===== src/grt_pkg.sv =====
`timescale 1ns / 1ps
// Shared types and constants for the generational rectangle table.
// Used by grt_ctrl, grt_dpath and generational_rect_table_top; no dependencies.
package grt_pkg;

  // Defaults for the top-level parameters
  localparam int SLOTS_DEF      = 64;
  localparam int COORD_BITS_DEF = 16;

  // Fixed port field widths
  localparam int REQ_W    = 2;
  localparam int SLOT_W   = 6;
  localparam int GEN_W    = 16;
  localparam int COORD_W  = 16;
  localparam int ATTR_W   = 32;
  localparam int STATUS_W = 2;
  localparam int CURSOR_W = 7;

  typedef enum logic [REQ_W-1:0] {
    REQ_CREATE  = 2'd0,
    REQ_DESTROY = 2'd1,
    REQ_LOOKUP  = 2'd2,
    REQ_QUERY   = 2'd3
  } req_t;

  typedef enum logic [STATUS_W-1:0] {
    ST_OK    = 2'd0,
    ST_STALE = 2'd1,
    ST_FULL  = 2'd2,
    ST_NOHIT = 2'd3
  } status_t;

  typedef enum logic [2:0] {
    S_IDLE,
    S_EXEC,
    S_RESP,
    S_SCAN,
    S_FLUSH
  } state_t;

  // Which result word the datapath loads into the output register
  typedef enum logic [2:0] {
    EMIT_NONE,
    EMIT_CREATE,
    EMIT_FULL,
    EMIT_LOOKUP,
    EMIT_PEND,
    EMIT_PEND_LAST,
    EMIT_NOHIT
  } emit_t;

  // Controller to datapath
  typedef struct packed {
    logic  latch_req;
    logic  exec_read;
    logic  scan_adv;
    logic  destroy_write;
    emit_t emit;
  } cmd_t;

  // Datapath to controller
  typedef struct packed {
    req_t req;
    logic out_free;
    logic create_full;
    logic scan_done;
    logic hit;
    logic pend_valid;
  } stat_t;

endpackage


===== src/grt_ctrl.sv =====
`timescale 1ns / 1ps
// Request sequencer for the generational rectangle table.
// Depends on grt_pkg; drives grt_dpath through cmd_t and reads stat_t.
module grt_ctrl (
  input  logic                        clk,
  input  logic                        rst,
  input  logic                        in_valid,
  input  logic [grt_pkg::REQ_W-1:0]   req_type,
  output logic                        in_stall,
  input  grt_pkg::stat_t              st,
  output grt_pkg::cmd_t               cmd
);

  grt_pkg::state_t state, state_next;

  // State register
  always_ff @(posedge clk) begin
    if (rst) begin
      state <= grt_pkg::S_IDLE;
    end else begin
      state <= state_next;
    end
  end

  // Next state and commands
  always_comb begin
    state_next        = state;
    in_stall          = 1'b1;
    cmd.latch_req     = 1'b0;
    cmd.exec_read     = 1'b0;
    cmd.scan_adv      = 1'b0;
    cmd.destroy_write = 1'b0;
    cmd.emit          = grt_pkg::EMIT_NONE;
    case (state)
      grt_pkg::S_IDLE: begin
        in_stall = 1'b0;
        if (in_valid) begin
          cmd.latch_req = 1'b1;
          if (grt_pkg::req_t'(req_type) == grt_pkg::REQ_QUERY) begin
            state_next = grt_pkg::S_SCAN;
          end else begin
            state_next = grt_pkg::S_EXEC;
          end
        end
      end
      grt_pkg::S_EXEC: begin
        // one read of all stores at the request slot or the cursor
        cmd.exec_read = 1'b1;
        state_next    = grt_pkg::S_RESP;
      end
      grt_pkg::S_RESP: begin
        case (st.req)
          grt_pkg::REQ_CREATE: begin
            if (st.out_free) begin
              cmd.emit   = st.create_full ? grt_pkg::EMIT_FULL : grt_pkg::EMIT_CREATE;
              state_next = grt_pkg::S_IDLE;
            end
          end
          grt_pkg::REQ_DESTROY: begin
            cmd.destroy_write = 1'b1;
            state_next        = grt_pkg::S_IDLE;
          end
          grt_pkg::REQ_LOOKUP: begin
            if (st.out_free) begin
              cmd.emit   = grt_pkg::EMIT_LOOKUP;
              state_next = grt_pkg::S_IDLE;
            end
          end
          default: begin
            state_next = grt_pkg::S_IDLE;
          end
        endcase
      end
      grt_pkg::S_SCAN: begin
        // a new hit pushes the held hit out; hold the scan if that word can't leave
        if (st.scan_done) begin
          state_next = grt_pkg::S_FLUSH;
        end else if (st.hit && st.pend_valid) begin
          if (st.out_free) begin
            cmd.emit     = grt_pkg::EMIT_PEND;
            cmd.scan_adv = 1'b1;
          end
        end else begin
          cmd.scan_adv = 1'b1;
        end
      end
      grt_pkg::S_FLUSH: begin
        if (st.out_free) begin
          cmd.emit   = st.pend_valid ? grt_pkg::EMIT_PEND_LAST : grt_pkg::EMIT_NOHIT;
          state_next = grt_pkg::S_IDLE;
        end
      end
      default: begin
        state_next = grt_pkg::S_IDLE;
      end
    endcase
  end

endmodule


===== config.mk =====
export PLATFORM = sky130hd
export DESIGN_NAME = grt_ctrl
export DESIGN_NICKNAME = d
export VERILOG_FILES = /design/src/grt_pkg.sv /design/src/grt_ctrl.sv
export SDC_FILE = /design/constraint.sdc
export NUM_CORES = 1
export LEC_CHECK = 0
export BUFFER_PORTS_ARGS = -buffer_cell sky130_fd_sc_hd__buf_2
export CORE_AREA = 4 4 41 43
export DETAILED_ROUTE_END_ITERATION = 6
export DIE_AREA = 0 0 45 47
export GPL_TIMING_DRIVEN = 0
export HOLD_SLACK_MARGIN = 0.12
export PLACE_DENSITY_LB_ADDON = 0.3
export SLEW_MARGIN = 20
export SYNTH_ARGS = -nofsm -noshare
export SYNTH_HDL_FRONTEND = slang
export SYNTH_SLANG_ARGS = --single-unit

===== constraint.sdc =====
create_clock -name clk -period 3.2 [get_ports clk]
set_input_delay 0.16 -clock clk [delete_from_list [all_inputs] [get_ports clk]]
set_output_delay 0.16 -clock clk [all_outputs]
set_load 0.05 [all_outputs]

## After elaboration in Yosys (flattened, before gate mapping)

Index checks and enable logic that the tools add are counted.

| word-level totals | value |
|---|---|
| input port bits | 12 |
| register bits | 3 |
| output and inout bits | 8 |
| word-level logic and storage cells | 41 |

| cells by class | value |
|---|---|
| mux-type cells | 26 |
| reductions and logical operators | 5 |
| equal/unequal tests | 9 |

Operators by type and width:

| kind | count |
|---|---|
| $mux W3 | 8 |
| $pmux W3 S5 | 1 |
| $mux W1 | 10 |
| $mux W2 | 5 |
| $pmux W3 S3 | 1 |
| $eq A3 B2 Y1 const B | 2 |
| $pmux W3 S2 | 1 |
| $eq A2 B2 Y1 const B | 2 |
| $ne A2 B2 Y1 const B | 2 |
| $eq A3 B1 Y1 const B | 1 |
| $eq A3 B3 Y1 const B | 1 |
| $logic_not A3 Y1 | 1 |
| $eq A2 B1 Y1 const B | 1 |
| $logic_not A2 Y1 | 1 |
| $reduce_and A2 Y1 | 1 |
| $reduce_or A2 Y1 | 1 |
| $logic_and A1 B1 Y1 | 1 |

## Longest topological paths before layout

Gate-level depths: netlist of run 1.

| depth | value |
|---|---|
| word-level depth | 4 |
| mapped depth | 4 |
| depth with buffers taken out | 3 |

## Worst setup path before layout of run 1

Ideal clock, no wire load.

| timing | value |
|---|---|
| kind | flip-flop to output port |
| from | reg state[1] |
| to | out cmd[3] in the netlist's numbering |
| buffers on the path | 1 |
| setup slack | 964 ps |
| arrival time | 2076 ps |
| cell stages (with the launch flop) | 4 |
| required time | 3040 ps |
| path through | dfxtp_1 -> clkbuf_1 -> nand2_1 -> nor4_1 |

RTL lines:

| element | line | source |
|---|---|---|
| from (decl) | grt_ctrl.sv:14 | `grt_pkg::state_t state, state_next;` |
| from (signal assigned) | grt_ctrl.sv:19 | `state <= grt_pkg::S_IDLE;` |
| from (signal assigned) | grt_ctrl.sv:21 | `state <= state_next;` |
| to (decl) | grt_ctrl.sv:11 | `output grt_pkg::cmd_t cmd` |

==> results list, run 1 <==
* Outcome: finished, final reports clean
- After detailed routing, the number of remaining DRC violations is 0.
* Postcts setup bufs: 0
* Core Box Area: 1300 sq um
- Counting I/O delays and the setup requirement, the final critical path takes 1.97 ns.
- The startpoint identified for the worst hold timing path is rst.
* Number of gates resized after CTS: 0
- In the final layout, the share of cells above drive strength 1 is approximately two fifths.
- The worst hold path belongs to the class input pin to register.
* Buffer depth of the longest clock path: 2
- Final clock period utilization by the worst path: 61.5%
- Measured in cells, the most critical reg-to-reg path has a length of 4.
- Flop pwr share: 25.3%
* Final wirelength: 787 um
- Tracing the worst setup path back leads to its startpoint at state[0]$_SDFFE_PP0P_.
- Hold repair after CTS inserted 0 buffers.
- Routability-driven placement finished with a final weighted congestion of around 0.75.
* Reg-to-reg critical path startpoint: state[2]$_SDFFE_PP0P_
- The worst setup path is launched from a register.
* Synthesized area divided by synthesized cell count: 7.24 sq um
- In this run, the number of DRC markers left after iteration 0 of detailed routing was 3.
* Worst hold margin: 0.132 ns
- Summed over all failing endpoints, the final setup total negative slack is 0 ns.
- Worst IR drop on VDD: ~0.3 mV
- Part of the power in combinational logic: 33.6%
* Highest clock frequency the design can meet: roughly 500 MHz
- Via count: 346
* Number of H-tree branching levels: 1
- The root buffer cell chosen for the clock tree is clkbuf_4.
* Endpoint of the lowest-slack register-to-register path: state[1]$_SDFFE_PP0P_
- Clk pin slew, worst setup/hold paths: 0.03 ns
* Measured slew at the worst slew-check pin: 0.389 ns
- Placement Setup Slack: 1.46 ns
* Buffers on Ports: 19
- PD cells: 393 nW/um^2
- Traced cell by cell, the critical path runs through buf_6 > or4b_4 > or2_1 > o22ai_1 > buf_2.
* Worst clock skew: roughly 0.0047 ns
- #FFs+latches synth: 3
- Net switching is 34.5% of the power.
- The number of antenna violations at the first check in global routing is 0.
* Cell variety after synth: 24
* Register-to-Register Setup Slack: ~1.9 ns
- Largest Register: state
- Endpoint, Worst Hold: state[0]$_SDFFE_PP0P_
- After detailed routing, the number of vias per cell comes to around 4.6.
- Placed wire-length estimate: roughly 640 um
- Vertical die dimension: 47 um
* Count of final hold-check violations: 0
* Share of the synthesized area in the top cell type: 22.4%
- Leakage power: roughly 0.2 nW
- Maximum Capacitance Violations: 0
- Post-Synthesis Cells: 37
* Clock network fraction of total power: between 40% and 50%
- 0 antenna diodes ended up in the layout.
* Synth area leaders: dfxtp_1, o22ai_1, a21oi_1
- Data required time at the worst endpoint: approximately 3.0 ns
- Antenna Nets Post-Route: 0
- Final-report max-slew violation count: 0
- Synth warnings: 0
- Along the worst hold path, the cell count comes to 2.
- Unrepaired setup endpoints after global routing: no
- In this run the worst path has a maximum fanout of 10.
* Dominant cell type by area after synthesis: dfxtp_1
- At the worst endpoint, the arrival time is 1.81 ns.
- Slew HR: 74.1%
- Clock tree synthesis inserted a total of 3 buffers.
- The worst setup path is captured at a primary output.
* Cell total after placement: 71
* Total standard cell area after synthesis: 268 sq um
- Across all setup checks in the final design, the least slack found is 1.23 ns.
- Clock tree from TritonCTS: built
- The clock reaches the later pin of the worst-skew pair after between 0.2 and 0.25 ns.
* Syn Nets: 49
- Internal power comes to 0.105 mW.
* Largest registers ranked by flip-flop count: state: 3 flops
- CP max stage cell: or4b_4
- 20 I/O pins were placed.
* Total Die Area: 2120 sq um
* Final Non-Filler Cells: 75
- After global routing the overflow that remains totals 0.
- Setup violations remaining at the end of the flow were counted as 0.
* Placement row count: 13
- Initial standard-cell utilization of the core: 20.6%
- The area growth from synthesis to layout is 52.3%.
- Pin count of the biggest net entering global routing: 11
* Flip-flop count of the largest register after layout: 3
* Highest cell delay on the worst timing path: around 0.5 ns
- Global routing consumed, over all layers together, 8.36% of the routing resources.
* CTS sink count: 3
* Final-stage net count: 73
- Via count of the first global-routing pass: about 330
* Crit path kind: register to primary output
- Before antenna repair, the detailed router went through 4 iterations.
* First-pass GRT wire length: between 1000 and 1500 um
- Die width: ~45 um
- Sequential-to-total area share from yosys stat: 22.4%
* Routed length per instance: 10.5 um
- Switching power of the nets: 0.0553 mW
[Yosys cell counts]
library cell,n
o21ai_0,1
nand4b_1,1
dfxtp_1,3
nor2_1,2
nor3b_1,1
nor3_1,1
nand2_1,2
nand3b_1,1
o31ai_1,1
buf_6,1
nor2b_1,1
or4b_4,1
or2_1,1
nand3_1,2
inv_1,4
a31oi_1,1
a21oi_1,3
o22ai_1,3
clkbuf_1,2
nand4bb_1,1
nand4_1,1
nor4_1,1
o32a_1,1
or4_1,1
[kinds of logic after synthesis]
| family | count (synthesis) | synth area share (%) |
|---|---|---|
| AO/OA/AOI/OAI | 10 | 23.4 |
| buffers and inverters | 7 | 12.6 |
| flip-flops | 3 | 22.4 |
| AND/OR/NAND/NOR | 17 | 41.6 |
[power by group through the flow]
stage	combinational [mW]	clock [mW]	sequential, mW
after floorplan	0.0377	0	0.0410
after CTS	0.0544	0.0690	0.0405
after detailed placement	0.0541	0	0.0411
final	0.0539	0.0658	0.0405
after global routing	0.0594	0.0715	0.0406
after global placement	0.0539	0	0.0410
[per-stage QoR]
stage | cell area [sq um] | utilization (%) | total power [mW]
floorplan | 268 | - | 0.0786
global placement | 382 | 29.3 | 0.0949
detailed placement | 382 | 29.3 | 0.0952
CTS | 408 | 31.3 | 0.164
global route | 408 | 31.3 | 0.171
finish | 408 | 31.3 | 0.160
[worst max path at each step]
stage                        end  slack, ns  cells past startpoint
after global placement    cmd[0]       1.48                      5
after global routing      cmd[0]       1.16                      5
after detailed placement  cmd[0]       1.46                      5
final                     cmd[0]       1.23                      5
after CTS                 cmd[0]       1.21                      5
after floorplan           cmd[3]       0.96                      3
[cell type report]
cell class                 instances  area, sq um
buffer                             3         18.8
tap                               15         18.8
fill                             157          893
multi-input combinational         27          174
sequential                         3         60.1
clock buffer                       4         26.3
timing repair buffer              19         95.1
inverter                           4         15.0
[routing by layer]
| layer | part of all wire [%] | up-vias | routed length (um) | track usage [%] |
|---|---|---|---|---|
| met5 | 0 | - | 0 | 0 |
| met4 | 0 | 0 | 0 | 0 |
| met3 | 13 | 0 | 104 | 4.98 |
| met2 | 41 | 16 | 325 | 13.0 |
| met1 | 45 | 145 | 358 | 10.6 |
| li1 | - | 185 | - | - |
[cells in the final DEF (no fill, tap or decap), drive strengths merged]
| cell | netlist | final |
|---|---|---|
| nor2 | 2 | 2 |
| or4b | 1 | 1 |
| nand4bb | 1 | 1 |
| nand4 | 1 | 1 |
| a31oi | 1 | 1 |
| o31ai | 1 | 1 |
| or4 | 1 | 1 |
| clkbuf | 2 | 6 |
| nor3b | 1 | 1 |
| inv | 4 | 4 |
| o32a | 1 | 1 |
| o22ai | 3 | 3 |
| nor2b | 1 | 1 |
| or2 | 1 | 1 |
| nor3 | 1 | 1 |
| nand3 | 2 | 2 |
| buf | 1 | 20 |
| nor4 | 1 | 1 |
| o21ai | 1 | 1 |
| nand2 | 2 | 2 |
| dfxtp | 3 | 3 |
| a21oi | 3 | 3 |
| nand3b | 1 | 1 |
| nand4b | 1 | 1 |
[critical path, delay by kind of cell (launching register included)]
family	cells	cell delay, ns
AND/OR/NAND/NOR	2	0.75
AO/OA/AOI/OAI	1	0.13
flip-flops	1	0.29
buffers and inverters	2	0.41
Note: power is estimated with default switching activity, not from simulation.
==> run 2: changes to the inputs <==
Clock period 3.2 ns to 1.83 ns, I/O delays scaled along.
==> run 2 against run 1 <==
Compared with the run above:
- power increased by 79%
- final area increased by 11%
- core utilization is 3.5 points higher
- clock power is 75% higher
- global-route usage up 0.24 points
- critical endpoint unchanged
- largest cell class unchanged
==> results list, run 2 (same netlist as run 1, synthesis figures left out) <==
- The flow ran to the end, and the final reports show no timing, DRC or antenna violations.
* Post-Route Setup TNS: 0 ns (unchanged)
- Walking the worst path, the cells encountered are or4b_4 > or2_1 > o22ai_1 > buf_4.
* Power consumption: 0.286 mW (+79%)
- The switching part of the total power is 34.6% (+0.11 points).
- Core Box Area: 1300 sq um (unchanged)
* Slew HR: 74.6% (+0.56 points)
- CTS sink count: 3 (unchanged)
- Largest registers ranked by flip-flop count: state: 3 flops
- The power per cell area is 632 nW/um^2 (+61%).
* Part of the power in combinational logic: 34.7% (+1.1 points)
- Switching power of the nets: 0.0991 mW (+79%)
* Number of inserted diodes: 0 (unchanged)
- The maximum buffer depth of the clock tree was 2 (unchanged).
* Placed wire-length estimate: 652 um (+1.5%)
- The worst setup slack after placement is 0.159 ns (-1.30 ns).
* Worst IR drop on VDD: 0.273 mV (-12%)
- Leading cell types in the layout, fill and taps excluded: buf_2, inv_1, a21oi_1, clkbuf_4, buf_4
- The number of global-route vias before repair came to 294 (-12%).
- Worst hold start: in_valid
- Clock tree from TritonCTS: built
* Buffers on Ports: 19 (unchanged)
* Number of H-tree branching levels: 1 (unchanged)
- Fin crit period: 1.76 ns
- Final worst setup slack: 0.0655 ns (-1.17 ns)
- Vertical die dimension: 47 um (unchanged)
* Crit path kind: register to primary output
- Flip-flop count of the largest register after layout: 3 (unchanged)
- The placer congestion estimate came to 0.710 (-5.0%).
* Initial DRC count: 3 (unchanged)
- Final Non-Filler Cells: 77 (+2.7%)
- The routed via count came to 377 (+9.0%).
* Leakage power: 0.216 nW (+8.6%)
* Cell total after placement: 71 (unchanged)
- Clock latency of the later-clocked register in the worst-skew pair: 0.23 ns (about the same)
- Worst Hold Depth: 3 (+1)
- The global-route wire length before repair came to 1300 um (-1.1%).
* Global-route total usage across every layer: 8.60% (+0.24 points)
- Clock network fraction of total power: 40.3% (-0.8 points)
- The number of antenna violations at the first check in global routing is 0 (unchanged).
- Endpoints failing setup: 0 (unchanged)
* Worst clock skew: 0.00346 ns (-0.00123 ns)
* Die width: 45 um (unchanged)
- For hold timing, the worst endpoint is state[0]$_SDFFE_PP0P_.
* Highest clock frequency the design can meet: 567 MHz
- Unrepaired setup endpoints after global routing: no
- The number of buffers inserted during clock tree synthesis came to 3 (unchanged).
- Final wirelength: 846 um (+7.5%)
* Register-to-Register Setup Slack: 0.44 ns (-1.42 ns)
* Final clock period utilization by the worst path: between 90% and 100%
- Critical Path Start Type: register
- Count of final hold-check violations: 0 (unchanged)
- Worst-path fanout max: 3 (-7)
* Data required time at the worst endpoint: 1.74 ns (-1.30 ns)
* Total Die Area: 2120 sq um (unchanged)
- The worst register-to-register path ends at state[1]$_SDFFE_PP0P_.
- Highest cell delay on the worst timing path: 0.53 ns (+0.02 ns)
* Largest Register: state
- Critical path endpoint category: primary output
- The pin count of the biggest net entering global routing was 11 (unchanged).
* Io pins: 20 (unchanged)
* DRT Pass-1 Iters: 4 (unchanged)
- Routed length per instance: 11.0 um (+4.7%)
- Clk pin slew, worst setup/hold paths: 0.04 ns (about the same)
- Share of layout cells above drive strength 1: 48.4% (+8.4 points)
* Final-report max-slew violation count: 0 (unchanged)
* Measured slew at the worst slew-check pin: 0.380 ns (-0.00845 ns)
- Root buffer cell: clkbuf_4
- Most common cell after layout, fill and taps aside: buf_2
- The net total in the final layout was 75 (+2.7%).
- The part of the power in registers is 25.0% (-0.3 points).
- Reg-to-reg critical path startpoint: state[0]$_SDFFE_PP0P_
- From synthesis to final layout, the design area changed by 69.2%.
* Crit path DAT: 1.67 ns (-0.14 ns)
- Placement row count: 13 (unchanged)
- On the critical path, the stage with the largest delay is an instance of or4b_4.
- Antenna Nets Post-Route: 0 (unchanged)
- Total gr overflow: 0 (unchanged)
- Kind of path behind the tightest hold check: input pin to register
* Initial standard-cell utilization of the core: 20.6% (unchanged)
* Maximum Capacitance Violations: 0 (unchanged)
- The final routed DRC violation total is 0 (unchanged).
- The depth of the worst register-to-register path came to 5 (+1).
* Internal power summed over all cells: 0.187 mW (+79%)
- The mean number of vias per cell came to 4.90 (+6.1%).
- Util after Layout: 34.8% (+3.5 points)
## run 2: worst max path at each step
stage | start | end | slack, ns
6_report | state[2]$_SDFFE_PP0P_ | cmd[0] | 0.07
2_1_floorplan | state[0]$_SDFFE_PP0P_ | cmd[0] | -0.19
5_1_grt | state[2]$_SDFFE_PP0P_ | cmd[0] | 0.01
3_3_place_gp | state[0]$_SDFFE_PP0P_ | cmd[0] | 0.17
4_1_cts | state[0]$_SDFFE_PP0P_ | cmd[1] | 0.007
3_5_place_dp | state[0]$_SDFFE_PP0P_ | cmd[1] | 0.16
## run 2: timing repair
item,4_1_cts,5_1_grt
gates resized for setup,3,5
hold buffers,1,0
gates cloned,0,0
hold endpoints to repair,3,0
endpoints found under the setup margin,2,4
pin swaps,3,4
setup buffers,0,2
## run 2: cell type report
class / count / area (sq um)
plain buffers: 2 / 8.76
well taps: 15 / 18.8
inverters: 4 / 15.0
fillers: 153 / 848
multi-input cells: 27 / 191
flip-flops and latches: 3 / 63.8
repair buffers: 22 / 129
clock buffers: 4 / 26.3
## run 2: power by group through the flow
stage / combinational (mW) / clock [mW] / sequential (mW)
floorplan: 0.0667 / 0 / 0.0716
global placement: 0.0953 / 0 / 0.0718
detailed placement: 0.0954 / 0 / 0.0719
CTS: 0.0908 / 0.123 / 0.0748
global route: 0.107 / 0.129 / 0.0720
finish: 0.0994 / 0.115 / 0.0716
## run 2: critical path: cells and delay by family, from the launching register on
kind / cells / cell delay (ns)
AO/OA/AOI/OAI: 1 / 0.13
AND/OR/NAND/NOR: 2 / 0.78
buffers and inverters: 1 / 0.22
flip-flops: 1 / 0.31
## run 2: metrics by stage
stage | hold WS (ns) | instance area (sq um)
3_3_place_gp | 0.298 | 393
4_1_cts | 0.127 | 424
5_1_grt | 0.141 | 453
2_1_floorplan | 0.161 | 279
3_5_place_dp | 0.302 | 393
6_report | 0.130 | 453
## run 2: routing by layer
layer | part of all wire (%) | wire, um | up-vias | track usage [%]
met1 | 43 | 368 | 165 | 11.6
li1 | - | - | 194 | -
met3 | 13 | 109 | 0 | 2.30
met5 | 0 | 0 | - | 0
met2 | 43 | 367 | 18 | 12.1
met4 | 0 | 0 | 0 | 5.26
==> run 3: changes to the inputs <==
Settings changed: CTS_BUF_LIST set to sky130_fd_sc_hd__clkbuf_2 sky130_fd_sc_hd__clkbuf_4 sky130_fd_sc_hd__clkbuf_8.
==> run 3 against run 2 <==
Compared with the run above:
- count of clock-buffer cells in the layout unchanged
- critical path type unchanged
- sequential share of layout area decreased by 0.12 points
- final cell count unchanged
- first-iteration DRC count unchanged
- setup slack improved by 0.0011 ns
- non-clock buffer count unchanged
- critical path depth unchanged
- maximum frequency about the same
==> results list, run 3 (same netlist as run 1, synthesis figures left out) <==
* Endpoint of the lowest-slack register-to-register path: state[1]$_SDFFE_PP0P_
- The number of nets with antenna violations after detailed routing is 0 (unchanged).
- Leakage power: 0.220 nW (+1.6%)
- Placed wire-length estimate: 652 um (unchanged)
- The starting density of the core is 20.6% (unchanged).
- The tightest min-delay check is of the input pin to register type.
- Via count: 375 (-0.53%)
* Worst hold start: in_valid
- Final wirelength: 841 um (-0.59%)
- Data required time at the worst endpoint: 1.74 ns (about the same)
- Slew HR: 74.5% (-0.12 points)
* Clk pin slew, worst setup/hold paths: 0.04 ns (about the same)
- The final sum of negative setup slack is 0 ns (unchanged).
* Buffers on Ports: 19 (unchanged)
- Antenna violations before repair: 0 (unchanged)
- Vertical die dimension: 47 um (unchanged)
- The sum of overflow across all layers after global routing is 0 (unchanged).
* Initial DRC count: 3 (unchanged)
- The worst setup path is launched from a register.
- The worst setup path is captured at a primary output.
- The core footprint came to 1300 sq um (unchanged).
- Worst Hold Depth: 3 (unchanged)
- The sum of internal, switching and leakage power is 0.300 mW (+4.9%).
- Via count of the first global-routing pass: 299 (+1.7%)
* Total of fill cells in the finished design: 153 (unchanged)
- CTS sink count: 3 (unchanged)
- Average via count per standard cell: 4.87 (-0.53%)
- The placer congestion estimate is 0.710 (unchanged).
- The number of I/O pins was 20 (unchanged).
- The final routed DRC violation total was 0 (unchanged).
- Crit path kind: register to primary output
- The number of diodes added for antenna fixing was 0 (unchanged).
- The global-route wire length before repair is 1300 um (unchanged).
* Endpoint, Worst Hold: state[0]$_SDFFE_PP0P_
- The cell sitting at the root of the clock tree is a clkbuf_4.
* DRT Pass-1 Iters: 4 (unchanged)
- Pin count of the biggest net entering global routing: 11 (unchanged)
* Reg-to-reg critical path startpoint: state[0]$_SDFFE_PP0P_
- Placement row count: 13 (unchanged)
* Fin crit period: 1.76 ns (-0.00110 ns)
* Endpoints failing setup: 0 (unchanged)
* Crit path DAT: 1.67 ns (about the same)
* Area grow syn2layout: 70.6%
- Setup repair after global routing left no endpoint under its margin.
- Share of layout cells above drive strength 1: 50.0% (+1.6 points)
- The placed instance count was 71 (unchanged).
* Final Non-Filler Cells: 77 (unchanged)
- Clock buffer count from CTS: 3 (unchanged)
* Buffer depth of the longest clock path: 2 (unchanged)
* Die width: 45 um (unchanged)
- The register-to-register path setup slack is 0.44 ns (about the same).
* Leading cell types in the layout, fill and taps excluded: buf_2, inv_1, clkbuf_4, a21oi_1, buf_4
- The worst vdd rail ir drop is 0.301 mV (+10%).
- Count of final hold-check violations: 0 (unchanged)
- Final-report max-slew violation count: 0 (unchanged)
* Maximum Capacitance Violations: 0 (unchanged)
- The power per cell area came to 658 nW/um^2 (+4.1%).
- Highest clock frequency the design can meet: 567 MHz (about the same)
- Worst-path fanout max: 3 (unchanged)
* Reg2reg path depth: 5 (unchanged)
* Clock tree from TritonCTS: built
* Number of H-tree branching levels: 1 (unchanged)
- The flow ran to the end, and the final reports show no timing, DRC or antenna violations.
* Total Die Area: 2120 sq um (unchanged)
- The number of flip-flops in the largest register was 3 (unchanged).
- Worst clock skew: 0.00289 ns (-0.000578 ns)
- The net total in the final layout came to 75 (unchanged).
- Worst hold margin: 0.132 ns (+0.00205 ns)
* Routed length per instance: 10.9 um (-0.59%)
- Global-route total usage across every layer: 8.45% (-0.16 points)
* Measured slew at the worst slew-check pin: 0.382 ns (+0.00186 ns)
- The insertion delay of the later-clocked pin in the worst-skew pair is 0.23 ns (about the same).
- The share of the clock period used by the worst path was 96.4% (about the same).
- Leaving out fill and tap cells, the most frequent cell in the layout is buf_2.
* Largest registers ranked by flip-flop count: state: 3 flops
- The register with the most flip-flops in the final layout is state.
==> run 3: changes by cell type in the layout (fill, tap and decap cells not counted) <==
cell / change
clkbuf_1: -1
clkbuf_4: +1
==> run 3: worst max-delay path: stages (launching register included) <==
cell and delay [ns]:
dfxtp_1 0.31, or4b_4 0.53, or2_1 0.25, o22ai_1 0.13
buf_4 0.22
==> run 3: area by class of cell <==
type | instances | area [sq um] | area share, %
Multi-Input combinational cell | 27 | 191 | 41.9
Inverter | 4 | 15.0 | 3.29
Clock buffer | 4 | 30.0 | 6.58
Buffer | 2 | 8.76 | 1.92
Tap cell | 15 | 18.8 | 4.11
Timing Repair Buffer | 22 | 129 | 28.2
Sequential cell | 3 | 63.8 | 14.0
==> run 3: timing repair <==
item                                    CTS  global route
pin swaps                                 3             4
buffers inserted                          0             2
resized for setup                         3             5
endpoints found under the hold margin     3             0
hold buffers                              1             0
endpoints found under the setup margin    2             4
==> run 3: routing by layer <==
| layer | global-route usage [%] | vias up | share of wire (%) |
|---|---|---|---|
| met5 | 0 | - | 0 |
| met4 | 3.51 | 0 | 0 |
| met3 | 2.30 | 0 | 13 |
| met2 | 12.4 | 18 | 44 |
| met1 | 11.6 | 164 | 43 |
| li1 | - | 193 | - |
==> run 3: power by group <==
part	switching, mW	internal, mW
sequential	0.00238	0.0692
clock	0.0331	0.0964
combinational	0.0630	0.0363
==> run 3: worst max-delay path by stage <==
stage	startpoint	end	slack (ns)	cells after the start
4_1_cts	state[0]$_SDFFE_PP0P_	cmd[1]	0.01	4
2_1_floorplan	state[0]$_SDFFE_PP0P_	cmd[0]	-0.19	4
3_3_place_gp	state[0]$_SDFFE_PP0P_	cmd[0]	0.17	5
6_report	state[2]$_SDFFE_PP0P_	cmd[0]	0.07	4
5_1_grt	state[2]$_SDFFE_PP0P_	cmd[0]	0.01	4
3_5_place_dp	state[0]$_SDFFE_PP0P_	cmd[1]	0.16	5
==> run 3: through the flow <==
stage | setup slack [ns] | area, sq um | utilization [%]
floorplan | -0.192 | 279 | -
global placement | 0.172 | 393 | 30.2
detailed placement | 0.159 | 393 | 30.2
CTS | 0.0104 | 428 | 32.9
global route | 0.0115 | 457 | 35.1
finish | 0.0666 | 457 | 35.1
